**src/rtl/lpr_pkg.sv**
```systemverilog
// Shared types and constants for the linear parameter ramp block.
// Used by the stream interfaces, the serial divider and the top level.
package lpr_pkg;

	localparam int FRAME_BITS    = 16;
	localparam int VALUE_BITS    = 32;
	localparam int DIVIDEND_BITS = VALUE_BITS + 1;
	localparam int CNT_BITS      = $clog2(DIVIDEND_BITS + 1);

	// Command codes carried by an input item
	localparam logic CMD_START = 1'b0;
	localparam logic CMD_TICK  = 1'b1;

	// 1.0 in Q16.16
	localparam logic signed [VALUE_BITS-1:0] VALUE_ONE = VALUE_BITS'(65536);

	typedef struct packed {
		logic                     start;
		logic                     negative;
		logic [DIVIDEND_BITS-1:0] magnitude;
		logic [FRAME_BITS-1:0]    divisor;
	} div_req_t;

	typedef struct packed {
		logic                            done;
		logic signed [DIVIDEND_BITS-1:0] quotient;
	} div_rsp_t;

endpackage

```
**src/rtl/lpr_cmd_if.sv**
```systemverilog
// Input channel of the ramp block: valid/ready plus the command item.
// Depends on lpr_pkg for field widths.
interface lpr_cmd_if import lpr_pkg::*; ();
	logic                         valid;
	logic                         ready;
	logic                         command;
	logic signed [VALUE_BITS-1:0] target_value;
	logic [FRAME_BITS-1:0]        frame_count;

	modport source(output valid, command, target_value, frame_count, input ready);
	modport sink(input valid, command, target_value, frame_count, output ready);
endinterface

```
**src/rtl/lpr_res_if.sv**
```systemverilog
// Output channel of the ramp block: valid/ready plus the result item.
// Depends on lpr_pkg for field widths.
interface lpr_res_if import lpr_pkg::*; ();
	logic                         valid;
	logic                         ready;
	logic signed [VALUE_BITS-1:0] current_value;
	logic                         ongoing;

	modport source(output valid, current_value, ongoing, input ready);
	modport sink(input valid, current_value, ongoing, output ready);
endinterface

```
**src/rtl/linear_parameter_ramp_top.sv**
```systemverilog
// Linear parameter ramp: a start item sets a target and a frame count, each tick steps the value.
// Items are taken when the result slot is free or draining; a start with a nonzero count then holds
// off further items while the bit-serial divider produces 33 quotient bits, fixes the sign and hands back the step.
// A tick result is loaded into the output register in the cycle after the tick is taken.
// Reset (arst_n, asynchronous, active low): value, target and step to 1.0, no frames left.
// Depends on lpr_pkg, lpr_cmd_if, lpr_res_if and lpr_divider.
module linear_parameter_ramp_top import lpr_pkg::*; (
	input  logic       clk,
	input  logic       arst_n,
	lpr_cmd_if.sink    cmd,
	lpr_res_if.source  res
);

	typedef enum logic [1:0] {
		RAMP_IDLE = 2'b01,
		RAMP_DIV  = 2'b10
	} ramp_state_t;

	ramp_state_t                     state_q;
	logic [FRAME_BITS-1:0]           frames_left_q;
	logic signed [VALUE_BITS-1:0]    goal_value_q;
	logic signed [VALUE_BITS-1:0]    present_value_q;
	logic signed [DIVIDEND_BITS-1:0] step_size_q;

	logic                            out_valid_q;
	logic signed [VALUE_BITS-1:0]    out_value_q;
	logic                            out_ongoing_q;

	logic                            accept;
	logic                            is_start;
	logic                            is_tick;
	logic [FRAME_BITS-1:0]           frames_next;
	logic signed [VALUE_BITS+1:0]    stepped;
	logic                            overflow;
	logic signed [VALUE_BITS-1:0]    stepped_sat;
	logic signed [VALUE_BITS-1:0]    tick_value;
	logic signed [DIVIDEND_BITS-1:0] span_down;
	logic signed [DIVIDEND_BITS-1:0] span_up;
	div_req_t                        div_req;
	div_rsp_t                        div_rsp;

	// Take an item only between divisions and when the result slot is free or draining
	assign cmd.ready = (state_q == RAMP_IDLE) && (!out_valid_q || res.ready);
	assign accept    = cmd.valid && cmd.ready;
	assign is_start  = accept && (cmd.command == CMD_START);
	assign is_tick   = accept && (cmd.command == CMD_TICK);

	// Tick datapath: subtract the step from the value and saturate to the signed value range
	assign frames_next = frames_left_q - FRAME_BITS'(1);
	assign stepped     = (VALUE_BITS+2)'(present_value_q) - (VALUE_BITS+2)'(step_size_q);
	assign overflow    = (stepped[VALUE_BITS+1] != stepped[VALUE_BITS])
	                  || (stepped[VALUE_BITS+1] != stepped[VALUE_BITS-1]);

	always_comb begin
		if (!overflow) begin
			stepped_sat = stepped[VALUE_BITS-1:0];
		end else if (stepped[VALUE_BITS+1]) begin
			stepped_sat = {1'b1, {(VALUE_BITS-1){1'b0}}};
		end else begin
			stepped_sat = {1'b0, {(VALUE_BITS-1){1'b1}}};
		end
	end

	// Land exactly on the target on the last frame
	assign tick_value = (frames_next != '0) ? stepped_sat : goal_value_q;

	// Start datapath: both signs of the span in parallel, pick the magnitude
	assign span_down = DIVIDEND_BITS'(present_value_q) - DIVIDEND_BITS'(cmd.target_value);
	assign span_up   = DIVIDEND_BITS'(cmd.target_value) - DIVIDEND_BITS'(present_value_q);

	assign div_req.start     = is_start && (cmd.frame_count != '0);
	assign div_req.negative  = span_down[DIVIDEND_BITS-1];
	assign div_req.magnitude = span_down[DIVIDEND_BITS-1] ? span_up : span_down;
	assign div_req.divisor   = cmd.frame_count;

	lpr_divider u_divider (
		.clk    (clk),
		.arst_n (arst_n),
		.req    (div_req),
		.rsp    (div_rsp)
	);

	// Sequencer: hold off new items while the divider runs
	always_ff @(posedge clk or negedge arst_n) begin
		if (!arst_n) begin
			state_q <= RAMP_IDLE;
		end else begin
			case (state_q)
				RAMP_IDLE: begin
					if (div_req.start) begin
						state_q <= RAMP_DIV;
					end
				end
				RAMP_DIV: begin
					if (div_rsp.done) begin
						state_q <= RAMP_IDLE;
					end
				end
				default: begin
					state_q <= RAMP_IDLE;
				end
			endcase
		end
	end

	// Ramp state
	always_ff @(posedge clk or negedge arst_n) begin
		if (!arst_n) begin
			frames_left_q   <= '0;
			goal_value_q    <= VALUE_ONE;
			present_value_q <= VALUE_ONE;
			step_size_q     <= DIVIDEND_BITS'(VALUE_ONE);
		end else begin
			if (is_start) begin
				goal_value_q  <= cmd.target_value;
				frames_left_q <= cmd.frame_count;
				if (cmd.frame_count == '0) begin
					present_value_q <= cmd.target_value;
				end
			end else if (is_tick && (frames_left_q != '0)) begin
				frames_left_q   <= frames_next;
				present_value_q <= tick_value;
			end
			if (div_rsp.done) begin
				step_size_q <= div_rsp.quotient;
			end
		end
	end

	// Output register: load on a tick, drop once taken
	always_ff @(posedge clk or negedge arst_n) begin
		if (!arst_n) begin
			out_valid_q <= 1'b0;
		end else if (is_tick) begin
			out_valid_q <= 1'b1;
		end else if (res.ready) begin
			out_valid_q <= 1'b0;
		end
	end

	always_ff @(posedge clk) begin
		if (is_tick) begin
			out_ongoing_q <= (frames_left_q != '0);
			out_value_q   <= (frames_left_q != '0) ? tick_value : present_value_q;
		end
	end

	assign res.valid         = out_valid_q;
	assign res.current_value = out_value_q;
	assign res.ongoing       = out_ongoing_q;

endmodule

```
**src/rtl/lpr_divider.sv**
```systemverilog
// Bit-serial restoring divider: one quotient bit per cycle, then a sign fix.
// Depends on lpr_pkg for the request and response structs.
module lpr_divider import lpr_pkg::*; (
	input  logic     clk,
	input  logic     arst_n,
	input  div_req_t req,
	output div_rsp_t rsp
);

	typedef enum logic [2:0] {
		DIV_IDLE = 3'b001,
		DIV_RUN  = 3'b010,
		DIV_SIGN = 3'b100
	} div_state_t;

	div_state_t                 state_q;
	logic [CNT_BITS-1:0]        count_q;
	logic [DIVIDEND_BITS-1:0]   quo_q;
	logic [FRAME_BITS-1:0]      rem_q;
	logic [FRAME_BITS-1:0]      divisor_q;
	logic                       negative_q;
	logic                       done_q;
	logic [FRAME_BITS:0]        trial;
	logic                       fits;

	// Shift the next dividend bit into the partial remainder and try the subtract
	assign trial = {rem_q, quo_q[DIVIDEND_BITS-1]} - {1'b0, divisor_q};
	assign fits  = ~trial[FRAME_BITS];

	always_ff @(posedge clk or negedge arst_n) begin
		if (!arst_n) begin
			state_q <= DIV_IDLE;
			count_q <= '0;
			done_q  <= 1'b0;
		end else begin
			done_q <= 1'b0;
			case (state_q)
				DIV_IDLE: begin
					if (req.start) begin
						count_q <= CNT_BITS'(DIVIDEND_BITS);
						state_q <= DIV_RUN;
					end
				end
				DIV_RUN: begin
					count_q <= count_q - CNT_BITS'(1);
					if (count_q == CNT_BITS'(1)) begin
						state_q <= DIV_SIGN;
					end
				end
				DIV_SIGN: begin
					done_q  <= 1'b1;
					state_q <= DIV_IDLE;
				end
				default: begin
					state_q <= DIV_IDLE;
				end
			endcase
		end
	end

	always_ff @(posedge clk) begin
		case (state_q)
			DIV_IDLE: begin
				if (req.start) begin
					quo_q      <= req.magnitude;
					rem_q      <= '0;
					divisor_q  <= req.divisor;
					negative_q <= req.negative;
				end
			end
			DIV_RUN: begin
				rem_q <= fits ? trial[FRAME_BITS-1:0]
				              : {rem_q[FRAME_BITS-2:0], quo_q[DIVIDEND_BITS-1]};
				quo_q <= {quo_q[DIVIDEND_BITS-2:0], fits};
			end
			DIV_SIGN: begin
				if (negative_q) begin
					quo_q <= -quo_q;
				end
			end
			default: begin
			end
		endcase
	end

	assign rsp.done     = done_q;
	assign rsp.quotient = signed'(quo_q);

endmodule
```
**src/flat_wrapper.sv**
```systemverilog
// flat-port wrapper written by rule: the top's interface ports become plain ports
module linear_parameter_ramp_top_flat import lpr_pkg::*;
  (clk, arst_n, cmd_valid, cmd_command, cmd_target_value, cmd_frame_count, cmd_ready, res_valid, res_current_value, res_ongoing, res_ready);
  lpr_cmd_if cmd_i ();
  lpr_res_if res_i ();
  input  logic clk;
  input  logic arst_n;
  input wire logic [$bits(cmd_i.valid)-1:0] cmd_valid;
  input wire logic [$bits(cmd_i.command)-1:0] cmd_command;
  input wire logic [$bits(cmd_i.target_value)-1:0] cmd_target_value;
  input wire logic [$bits(cmd_i.frame_count)-1:0] cmd_frame_count;
  output wire logic [$bits(cmd_i.ready)-1:0] cmd_ready;
  output wire logic [$bits(res_i.valid)-1:0] res_valid;
  output wire logic [$bits(res_i.current_value)-1:0] res_current_value;
  output wire logic [$bits(res_i.ongoing)-1:0] res_ongoing;
  input wire logic [$bits(res_i.ready)-1:0] res_ready;
  assign cmd_i.valid = cmd_valid;
  assign cmd_i.command = cmd_command;
  assign cmd_i.target_value = cmd_target_value;
  assign cmd_i.frame_count = cmd_frame_count;
  assign cmd_ready = cmd_i.ready;
  assign res_valid = res_i.valid;
  assign res_current_value = res_i.current_value;
  assign res_ongoing = res_i.ongoing;
  assign res_i.ready = res_ready;
  linear_parameter_ramp_top u_core (.clk(clk), .arst_n(arst_n), .cmd(cmd_i), .res(res_i));
endmodule
```
**config.mk**
```make
export PLATFORM = sky130hd
export DESIGN_NAME = linear_parameter_ramp_top_flat
export DESIGN_NICKNAME = d
export VERILOG_FILES = /design/src/rtl/lpr_pkg.sv /design/src/rtl/lpr_cmd_if.sv /design/src/rtl/lpr_res_if.sv /design/src/rtl/linear_parameter_ramp_top.sv /design/src/rtl/lpr_divider.sv /design/src/flat_wrapper.sv
export SDC_FILE = /design/constraint.sdc
export NUM_CORES = 1
export LEC_CHECK = 0
export ABC_AREA = 1
export BUFFER_PORTS_ARGS = -buffer_cell sky130_fd_sc_hd__buf_2
export CORE_MARGIN = 2
export CORE_UTILIZATION = 45
export DETAILED_ROUTE_END_ITERATION = 12
export GPL_TIMING_DRIVEN = 0
export MAX_ROUTING_LAYER = met4
export PLACE_DENSITY = 0.64
export SETUP_SLACK_MARGIN = 0.1
export SLEW_MARGIN = 20
export SYNTH_ARGS = -nofsm -noshare
export SYNTH_HDL_FRONTEND = slang
export SYNTH_SLANG_ARGS = --single-unit
```
**constraint.sdc**
```tcl
create_clock -name clk -period 9.41 [get_ports clk]
set_input_delay 1.4115 -clock clk [delete_from_list [all_inputs] [get_ports clk]]
set_output_delay 1.4115 -clock clk [all_outputs]
set_load 0.05 [all_outputs]
```
==> results of run 1 <==
how the worst max path moves through the flow:
stage / start / end / slack [ns] / cells after the start
floorplan: res_ready / u_core.present_value_q[10] / 4.72 / 11
global placement: res_ready / u_core.u_divider.quo_q[2] / 3.24 / 8
detailed placement: res_ready / u_core.u_divider.quo_q[3] / 5.02 / 9
CTS: res_ready / u_core.u_divider.quo_q[15] / 5.61 / 9
global route: cmd_target_value[23] / u_core.u_divider.quo_q[24] / 5.44 / 17
finish: res_ready / u_core.u_divider.quo_q[15] / 5.57 / 9
layer usage:
metal | vias to the layer above | global-route usage (%) | share of wire, %
met5 | - | - | 0
met4 | 0 | 10.5 | 3.5
met3 | 126 | 3.11 | 6.1
met2 | 618 | 49.6 | 45
met1 | 8299 | 43.1 | 45
li1 | 8495 | - | -
power groups by stage:
stage	clock network, W	logic (W)	registers (W)
final	0.00114	0.00469	0.00177
after global routing	0.00118	0.00520	0.00181
after CTS	0.00115	0.00461	0.00176
after detailed placement	0	0.00458	0.00177
after global placement	0	0.00452	0.00177
after floorplan	0	0.00318	0.00183
cells in the mapped netlist (23+ instances only):
cell type / count
nor3_1: 23
dfrtp_1: 121
xnor2_1: 27
inv_1: 347
a21oi_1: 227
o21ai_1: 24
nand3_1: 207
nand2_1: 543
o21ai_0: 178
edfxtp_1: 99
xor2_1: 75
nor2_1: 192
ha_1: 118
clkbuf_1: 41
metrics by stage:
stage | util [%] | total power (W)
3_5_place_dp | 48.6 | 0.00635
3_3_place_gp | 48.3 | 0.00630
2_1_floorplan | - | 0.00501
4_1_cts | 51.0 | 0.00753
5_1_grt | 51.0 | 0.00819
6_report | 51.0 | 0.00760
kinds of logic after synthesis:
family | after synthesis
AO/OA/AOI/OAI | 544
flip-flops | 225
AND/OR/NAND/NOR | 1053
XOR/XNOR | 103
adder cells (fa/ha/maj) | 122
buffers and inverters | 454
worst max-delay path: stages:
cell	delay (ns)
buf_2	0.08
o211a_1	0.16
nand2_1	0.09
nor2_1	0.79
nand2_1	0.31
inv_1	0.33
o22ai_1	0.17
a21oi_4	0.53
buf_16	0.24
layout make-up:
class / count / share of cell area [%]
Multi-Input combinational cell: 1822 / 49.9
Sequential cell: 225 / 30.3
Inverter: 360 / 6.69
Clock buffer: 36 / 3.76
Tap cell: 525 / 3.25
Timing Repair Buffer: 91 / 2.63
Buffer: 94 / 2.50
Clock inverter: 16 / 0.978
sequential cells by signal (all words and copies together) (netlist names), 6 cells and up:
register	flops
u_core.present_value_q	32
u_core.u_divider.quo_q	33
u_core.frames_left_q	16
u_core.u_divider.divisor_q	16
u_core.goal_value_q	32
u_core.step_size_q	33
u_core.res.current_value	32
u_core.u_divider.count_q	6
u_core.u_divider.rem_q	16
cell usage in the layout (no fill, tap or decap), types with 7 or more instances in the layout:
cell and count:
o221ai_1 9, clkbuf_2 11, xnor2_1 27, a32oi_1 8
a21o_1 12, buf_4 8, nor2_1 190, clkbuf_16 28
a211oi_1 7, buf_2 107, o21ai_1 24, inv_1 347
xor2_1 75, nand2_2 18, ha_1 118, o211ai_1 22
inv_2 8, nand3_1 207, buf_6 12, nor3_1 23
clkinv_1 7, nand2_1 543, nand3b_1 7, o21bai_1 17
nor2_2 11, dfrtp_1 121, nand4_1 13, nor4_1 11
edfxtp_1 99, o21ai_0 178, a21oi_1 226, clkbuf_1 46
==> run summary, run 1 <==
Status
• **run status** completed

Clock network
• **Post CTS Setup Buffer Count** 0
• **Clock Sink Count** 225
• **CTS Buf Count** 28
• **TritonCTS clock tree** built
• **clock insertion delay at the later pin of the skew report** 0.59 ns
• **Resized Gates After CTS** 0
• **level count of the clock H-tree** 1
• **clock root buffer master** clkbuf_16
• **clock edge transition at the registers on the reported setup and hold paths** 0.06 ns
• **hold-fix buffer count after cts** 0
• **buffer levels on the longest clock path** 3

Yosys
• **Post-Synth Adder-Cell Area** 8.62%
• **combinational family with the most area after synthesis** simple AND/OR/NAND/NOR gates
• **dominant synthesized flop cell** dfrtp_1
• **area leader, netlist** dfrtp_1
• **#FFs+latches synth** 225
• **unique cell type count in the Yosys netlist** 61
• **Syn Inst Count** 2,501
• **Post-Synth XOR/XNOR Area** 5.04%
• **register area share after synthesis** 34.0%
• **share of flip-flops with an asynchronous set or reset after synthesis** 56.0%
• **Mapped Nets** 2,676
• **Post-Syn Area** 0.0181 mm^2
• **post-synth top area share** 16.8%
• **Avg Inst Size Synth** 7.22 um^2
• **EDFF count, synth** 99
• **Post-Synth Simple-Gate Area** 25.2%
• **post-synthesis compound-gate area fraction** 16.9%
• **most area-consuming cells after synthesis** dfrtp_1 (17%), edfxtp_1 (16%), nand2_1 (11%)
• **warning count from the yosys run** 0
• **share of cell area taken by muxes after synthesis** 0%

Critical path
• **Critical Path End Type** register
• **depth of the worst register-to-register path** 18
• **start of the worst register-to-register path** u_core.present_value_q[0]
• **critical path launch point type** input pin
• **capturing point of the worst reg2reg path** u_core.res.current_value[18]
• **Critical Setup Path Class** input pin to register
• **Worst R2R Setup Slack** 5.88 ns
• **maximum fanout encountered on the critical timing path** 18
• **arrival time of the worst setup path** 4.12 ns
• **required time of the critical path** 9.69 ns

Floorplan
• **Die H** 204 um
• **die width** 204 um
• **die area** 0.0417 mm^2
• **effective utilization at floorplan** 45.5%
• **Placement Rows** 73
• **standard cell core area** 0.0396 mm^2
• **Ports** 88

GRT
• **overall overflow remaining after global route** 0
• **number of antenna violations at the first check in global routing** 0
• **first-pass GRT wire length** 98,200 um
• **largest net degree at the start of global routing** 85
• **total routing resource utilization after global routing** 31.7%
• **number of global-route vias before repair** 17,100

STA
• **time the final worst path needs with I/O delays and setup** 3.84 ns
• **final number of hold-violating endpoints** 0
• **actual slew at the worst max-slew pin** 1.03 ns
• **final-layout worst hold slack** 0.506 ns
• **ratio of final minimum period to clock period** 40.9%
• **number of setup violations in the final report** 0
• **unrepaired setup endpoints after global routing** no
• **final critical-path setup slack** 5.57 ns
• **number of slew-limit violations in the final report** 0
• **Max Freq** 260 MHz
• **relative slew slack** 30.8%
• **largest clock skew in the final design** 0.0302 ns
• **Sum Neg Setup Slack** 0 ns

Route
• **Detail Route Antenna Nets** 0
• **router iterations before antenna repair** 6
• **per-cell via count in the routed design** 5.53
• **wire length after detailed routing** 63,900 um
• **residual DRC count** 0
• **number of DRC markers in iteration 0** 1,673
• **mean routed wirelength per cell** 20.2 um
• **total number of vias** 17,500

Finish
• **multi-input logic area** 0.0101 mm^2
• **antenna cell count** 0
• **flip-flop and latch area** 0.00613 mm^2
• **layout cell share with drive strength beyond 1** 9.98%
• **Final Non-Filler Cells** 3,169
• **final design area excluding fillers** 0.0202 mm^2
• **Syn-to-layout area delta** 12.0%
• **number of inserted filler cells in the final layout** 4,044
• **net total in the final layout** 2,797

Placement
• **worst slack, placed** 5.02 ns
• **detailed-placement wirelength estimate** 51,900 um
• **Placed Area** 0.0193 mm^2
• **count of buffers inserted at the top-level ports** 87
• **count of placed standard cells including taps** 3,117
• **Placer Congestion** 1.01

Worst hold path
• **startpoint of the worst hold path** u_core.goal_value_q[16]
• **number of cells on the worst hold path** 2
• **type of the tightest min-delay check** register to register
• **endpoint with the worst hold slack** u_core.goal_value_q[16]

Power and ir drop
• **power share of the clock group** 15.0%
• **static leakage power** 9.37 nW
• **Combinational Power Share** 61.7%
• **net switching fraction of the power** 51.3%
• **cell-internal power** 0.00371 W
• **sequential share of power** 23.3%
• **cell area power density** 376 mW/mm^2
• **highest ir drop seen on vdd** 0.177 mV
• **switching pwr** 0.00390 W

Run
• **MaxCap Viol Count** 0

No activity file was read; power rests on OpenSTA's default activity.
==> run 2, diff against run 1 <==
==> constraint.sdc (replaced) <==
create_clock -name clk -period 3.7 [get_ports clk]
set_input_delay 0.555 -clock clk [delete_from_list [all_inputs] [get_ports clk]]
set_output_delay 0.555 -clock clk [all_outputs]
set_load 0.05 [all_outputs]
==> run summary, run 2 (synthesized netlist as in run 1, its figures left out) <==
Clock network
• **clock edge transition at the registers on the reported setup and hold paths** 0.06 ns, about the same
• **buffer levels on the longest clock path** 3, unchanged
• **clock insertion delay at the later pin of the skew report** 0.58 ns, about the same
• **level count of the clock H-tree** 1, unchanged
• **clock root buffer master** clkbuf_16
• **CTS Buf Count** 27, -3.6%
• **TritonCTS clock tree** built
• **Clock Sink Count** 225, unchanged

Floorplan
• **standard cell core area** 0.0396 mm^2, unchanged
• **Ports** 88, unchanged
• **Placement Rows** 73, unchanged
• **Die H** 204 um, unchanged
• **die area** 0.0417 mm^2, unchanged
• **die width** 204 um, unchanged
• **effective utilization at floorplan** 45.5%, unchanged

Critical path
• **Critical Path End Type** register
• **critical path launch point type** register
• **required time of the critical path** 3.98 ns, -5.71 ns
• **depth of the worst register-to-register path** 19, +1
• **maximum fanout encountered on the critical timing path** 10, -8
• **Critical Setup Path Class** register to register
• **arrival time of the worst setup path** 3.71 ns, -0.41 ns

GRT
• **largest net degree at the start of global routing** 66, -22%
• **number of antenna violations at the first check in global routing** 0, unchanged
• **first-pass GRT wire length** 98,700 um, +0.50%
• **total routing resource utilization after global routing** 31.7%, +0.037 points
• **number of global-route vias before repair** 17,200, +0.75%
• **overall overflow remaining after global route** 0, unchanged

Worst hold path
• **type of the tightest min-delay check** input pin to register
• **number of cells on the worst hold path** 2, unchanged

STA
• **unrepaired setup endpoints after global routing** no
• **time the final worst path needs with I/O delays and setup** 3.43 ns
• **number of slew-limit violations in the final report** 0, unchanged
• **Max Freq** 291 MHz
• **final number of hold-violating endpoints** 0, unchanged
• **actual slew at the worst max-slew pin** 1.03 ns, -0.000861 ns
• **relative slew slack** 31.0%, +0.11 points
• **largest clock skew in the final design** 0.0135 ns, -0.0167 ns
• **ratio of final minimum period to clock period** 92.7%
• **number of setup violations in the final report** 0, unchanged
• **final critical-path setup slack** 0.269 ns, -5.30 ns

Route
• **wire length after detailed routing** 63,500 um, -0.56%
• **number of DRC markers in iteration 0** 1,461, -13%
• **mean routed wirelength per cell** 20.0 um, -0.59%
• **Detail Route Antenna Nets** 0, unchanged
• **highest metal layer used by the detailed router** met4
• **met3 wire len** 4740 um, +22%
• **residual DRC count** 0, unchanged
• **wire length the detailed router placed on met1** 28,000 um, -3.7%
• **total number of vias** 17,400, -0.71%
• **detailed-routed wire length on met2** 28,700 um, about the same
• **per-cell via count in the routed design** 5.49, -0.74%
• **router iterations before antenna repair** 6, unchanged

Placement
• **Placer Congestion** 0.978, -2.8%
• **detailed-placement wirelength estimate** 52,000 um, +0.11%
• **count of buffers inserted at the top-level ports** 87, unchanged
• **worst slack, placed** 0.166 ns, -4.85 ns

Finish
• **Largest regs** u_core.step_size_q x33, u_core.u_divider.quo_q x33
• **antenna cell count** 0, unchanged
• **number of inserted filler cells in the final layout** 3,977, -1.7%
• **most common cell after layout, fill and taps aside** nand2_1
• **net total in the final layout** 2,799, +0.072%
• **post-layout util** 50.9%, -0.14 points
• **Syn-to-layout area delta** 11.7%
• **layout cell share with drive strength beyond 1** 10.1%, +0.072 points
• **most frequent cells in the layout** nand2_1 (542), inv_1 (347), a21oi_1 (226)

Power and ir drop
• **static leakage power** 9.37 nW, about the same
• **cell area power density** 946 mW/mm^2, +150%
• **highest ir drop seen on vdd** 0.462 mV, +160%

Status
• **run status** completed

Run
• **MaxCap Viol Count** 0, unchanged

==> run 2: cell types whose count changed in the layout (fill, tap and decap cells not counted), sizes merged <==
cell and change:
clkinv +4, clkinvlp -4, bufinv -3, buf +2, dlygate4sd3 +1, inv +1
==> run 2: area by class of cell <==
type	count	area, um^2	share of cell area [%]
Timing Repair Buffer	94	557	2.76
Inverter	360	1350	6.71
Clock inverter	14	115	0.571
Multi-Input combinational cell	1822	10100	50.1
Sequential cell	225	6130	30.4
Tap cell	525	657	3.26
Buffer	94	512	2.54
Clock buffer	36	739	3.67
==> run 2: routing by layer <==
metal	vias to the layer above	global-route usage, %
met5	-	-
met4	0	9.52
met3	119	5.26
met2	607	49.8
met1	8189	42.0
li1	8499	-
==> run 2: what timing repair did <==
item | 4_1_cts | 5_1_grt
buffers inserted | 0 | 2
gates resized for setup | 0 | 7
endpoints found under the hold margin | 61 | 0
endpoints found under the setup margin | 0 | 41
hold buffers | 1 | 0
==> run 2: critical path: stages (launching register included) <==
cell     delay (ns)
dfrtp_1        0.40
inv_1          0.12
ha_1           0.15
inv_1          0.11
fa_1           0.42
nand3_1        0.10
nand2_1        0.11
nand2_1        0.10
nand3_2        0.12
nand2_1        0.10
nand2_2        0.12
nand2_2        0.13
nand3_1        0.08
nand2_1        0.07
inv_1          0.06
o21ai_4        0.30
buf_6          0.19
nand3_1        0.17
nand3_1        0.11
o21ai_0        0.18
==> run 2: metrics by stage <==
| step | instances | hold WS [ns] | TNS (ns) | area (um^2) | total power, W |
|---|---|---|---|---|---|
| 6_report | 3170 | 0.185 | 0 | 20200 | 0.0191 |
| 5_1_grt | 3170 | 0.176 | 0 | 20200 | 0.0206 |
| 4_1_cts | 3168 | 0.170 | 0 | 20100 | 0.0188 |
| 3_5_place_dp | 3117 | 0.513 | 0 | 19300 | 0.0161 |
| 3_3_place_gp | 3113 | 0.489 | -46.79 | 19200 | 0.0160 |
| 2_1_floorplan | 2501 | 0.259 | 0 | 18100 | 0.0127 |
==> run 2: where the power goes <==
part / internal, W / total, W / switching (W) / leakage, nW
Sequential: 0.00375 / 0.00450 / 0.000744 / 2.49
Clock: 0.00148 / 0.00262 / 0.00114 / 0.428
Combinational: 0.00401 / 0.0120 / 0.00796 / 6.45
Total: 0.00924 / 0.0191 / 0.00985 / 9.37
==> run 2: final timing paths <==
check | end | startpoint | slack, ns
max reg2reg | u_core.res.current_value[30] | u_core.present_value_q[0] | 0.27
min in group asynchronous | u_core.goal_value_q[4] | arst_n | 0.53
max in group asynchronous | u_core.present_value_q[16] | arst_n | 2.40
min | u_core.res.valid | res_ready | 0.18
min reg2reg | u_core.goal_value_q[16] | u_core.goal_value_q[16] | 0.52
max | u_core.res.current_value[30] | u_core.present_value_q[0] | 0.27
==> run 3, diff against run 2 <==
==> constraint.sdc (replaced) <==
create_clock -name clk -period 3.7 [get_ports clk]
set_input_delay 0.185 -clock clk [delete_from_list [all_inputs] [get_ports clk]]
set_output_delay 0.185 -clock clk [all_outputs]
set_load 0.05 [all_outputs]
==> run summary, run 3 (synthesized netlist as in run 1, its figures left out) <==
Critical path
• **depth of the worst register-to-register path** 19, unchanged
• **CP endpoint** u_core.res.current_value[30]
• **maximum fanout encountered on the critical timing path** 10, unchanged
• **Critical Path End Type** register
• **CP startpoint** u_core.present_value_q[0]
• **arrival time of the worst setup path** 3.72 ns, about the same
• **Critical Setup Path Class** register to register
• **capturing point of the worst reg2reg path** u_core.res.current_value[30]
• **critical path launch point type** register
• **start of the worst register-to-register path** u_core.present_value_q[0]
• **Worst R2R Setup Slack** 0.27 ns, about the same
• **required time of the critical path** 3.98 ns, about the same

STA
• **number of setup violations in the final report** 0, unchanged
• **final number of hold-violating endpoints** 0, unchanged
• **time the final worst path needs with I/O delays and setup** 3.43 ns, +0.00341 ns
• **largest clock skew in the final design** 0.0156 ns, +0.00212 ns
• **ratio of final minimum period to clock period** 92.8%, about the same
• **Sum Neg Setup Slack** 0 ns, unchanged
• **unrepaired setup endpoints after global routing** no
• **final critical-path setup slack** 0.265 ns, -0.00341 ns
• **relative slew slack** 29.9%, -1.1 points
• **number of slew-limit violations in the final report** 0, unchanged
• **Max Freq** 291 MHz, about the same
• **actual slew at the worst max-slew pin** 1.05 ns, +0.0161 ns

Floorplan
• **die width** 204 um, unchanged
• **die area** 0.0417 mm^2, unchanged
• **Placement Rows** 73, unchanged
• **effective utilization at floorplan** 45.5%, unchanged
• **Die H** 204 um, unchanged
• **standard cell core area** 0.0396 mm^2, unchanged
• **Ports** 88, unchanged

Clock network
• **Clock Sink Count** 225, unchanged
• **buffer levels on the longest clock path** 3, unchanged
• **clock edge transition at the registers on the reported setup and hold paths** 0.06 ns, about the same
• **level count of the clock H-tree** 1, unchanged
• **clock insertion delay at the later pin of the skew report** 0.58 ns, about the same
• **TritonCTS clock tree** built
• **clock root buffer master** clkbuf_16
• **CTS Buf Count** 27, unchanged

Finish
• **Final Non-Filler Cells** 3,218, +1.5%
• **layout cell share with drive strength beyond 1** 9.88%, -0.18 points
• **most common cell after layout, fill and taps aside** nand2_1
• **Syn-to-layout area delta** 14.4%
• **number of inserted filler cells in the final layout** 3,931, -1.2%
• **antenna cell count** 0, unchanged
• **most frequent cells in the layout** nand2_1 (542), inv_1 (347), a21oi_1 (226)
• **net total in the final layout** 2,847, +1.7%
• **Largest regs** u_core.step_size_q x33, u_core.u_divider.quo_q x33

Route
• **number of DRC markers in iteration 0** 1,627, +11%
• **mean routed wirelength per cell** 20.0 um, -0.34%
• **wire length after detailed routing** 64,300 um, +1.2%
• **Detail Route Antenna Nets** 0, unchanged
• **total number of vias** 17,600, +1.3%
• **per-cell via count in the routed design** 5.48, -0.18%
• **residual DRC count** 0, unchanged
• **router iterations before antenna repair** 6, unchanged

Run
• **MaxCap Viol Count** 0, unchanged

Placement
• **Placer Congestion** 0.978, unchanged
• **detailed-placement wirelength estimate** 52,000 um, unchanged
• **count of placed standard cells including taps** 3,117, unchanged
• **worst slack, placed** 0.166 ns, unchanged
• **count of buffers inserted at the top-level ports** 87, unchanged

Power and ir drop
• **cell area power density** 928 mW/mm^2, -1.9%
• **highest ir drop seen on vdd** 0.532 mV, +15%
• **static leakage power** 9.57 nW, +2.1%

GRT
• **number of global-route vias before repair** 17,400, +1.1%
• **overall overflow remaining after global route** 0, unchanged
• **first-pass GRT wire length** 99,900 um, +1.2%
• **total routing resource utilization after global routing** 32.0%, +0.35 points
• **largest net degree at the start of global routing** 66, unchanged
• **number of antenna violations at the first check in global routing** 0, unchanged

Worst hold path
• **type of the tightest min-delay check** input pin to register

Status
• **run status** completed

## run 3: cell types whose count changed in the layout (fill, tap and decap cells not counted)
cell / delta
dlygate4sd3_1: +48
## run 3: how the worst min path moves through the flow
stage	start	end	slack (ns)	cells past startpoint
detailed placement	arst_n	u_core.goal_value_q[4]	0.18	1
global route	cmd_target_value[31]	u_core.present_value_q[31]	0.03	3
floorplan	arst_n	u_core.frames_left_q[0]	-0.11	0
global placement	res_ready	u_core.res.valid	0.39	2
finish	cmd_target_value[31]	u_core.present_value_q[31]	0.03	3
CTS	cmd_target_value[31]	u_core.present_value_q[31]	0.008	3
## run 3: per-layer routing
metal  vias to the layer above  routed length, um  part of all wire [%]  global-route usage [%]
met3                       111               4760                   7.4                    5.36
met2                       620              29400                    46                    50.6
met4                         0               1980                   3.1                    9.60
met1                      8319              28100                    44                    42.3
met5                         -                  0                     0                       -
li1                       8595                  -                     -                       -
## run 3: report_power, final
group / total (W) / internal [W] / switching [W]
logic: 0.0120 / 0.00404 / 0.00799
clock network: 0.00263 / 0.00148 / 0.00115
registers: 0.00450 / 0.00375 / 0.000746
## run 3: timing repair
item | CTS | global route
setup endpoints to repair | 0 | 41
hold buffers | 49 | 0
hold endpoints to repair | 159 | 0
resized for setup | 0 | 7
buffers inserted | 0 | 2
## run 3: through the flow
stage / total power, W / util, % / hold slack [ns] / instance area [um^2]
global route: 0.0207 / 52.1 / 0.0298 / 20600
detailed placement: 0.0161 / 48.6 / 0.182 / 19300
floorplan: 0.0127 / - / -0.111 / 18100
global placement: 0.0160 / 48.3 / 0.385 / 19200
CTS: 0.0189 / 52.0 / 0.00831 / 20600
finish: 0.0192 / 52.1 / 0.0280 / 20600
## run 3: worst max-delay path, cell delays in order (launching register included)
cell     delay, ns
dfrtp_1       0.40
inv_1         0.12
ha_1          0.16
inv_1         0.10
fa_1          0.42
nand3_1       0.10
nand2_1       0.11
nand2_1       0.10
nand3_2       0.12
nand2_1       0.10
nand2_2       0.13
nand2_2       0.13
nand3_1       0.08
nand2_1       0.08
inv_1         0.06
o21ai_4       0.30
buf_6         0.19
nand3_1       0.16
nand3_1       0.11
o21ai_0       0.18
## run 3: cell type report
| type | instances | area (um^2) | share of cell area, % |
|---|---|---|---|
| Sequential cell | 225 | 6130 | 29.7 |
| Buffer | 94 | 512 | 2.48 |
| Multi-Input combinational cell | 1822 | 10100 | 48.9 |
| Inverter | 360 | 1350 | 6.56 |
| Timing Repair Buffer | 142 | 1040 | 5.02 |
| Clock buffer | 36 | 739 | 3.58 |
| Tap cell | 525 | 657 | 3.18 |
| Clock inverter | 14 | 115 | 0.557 |
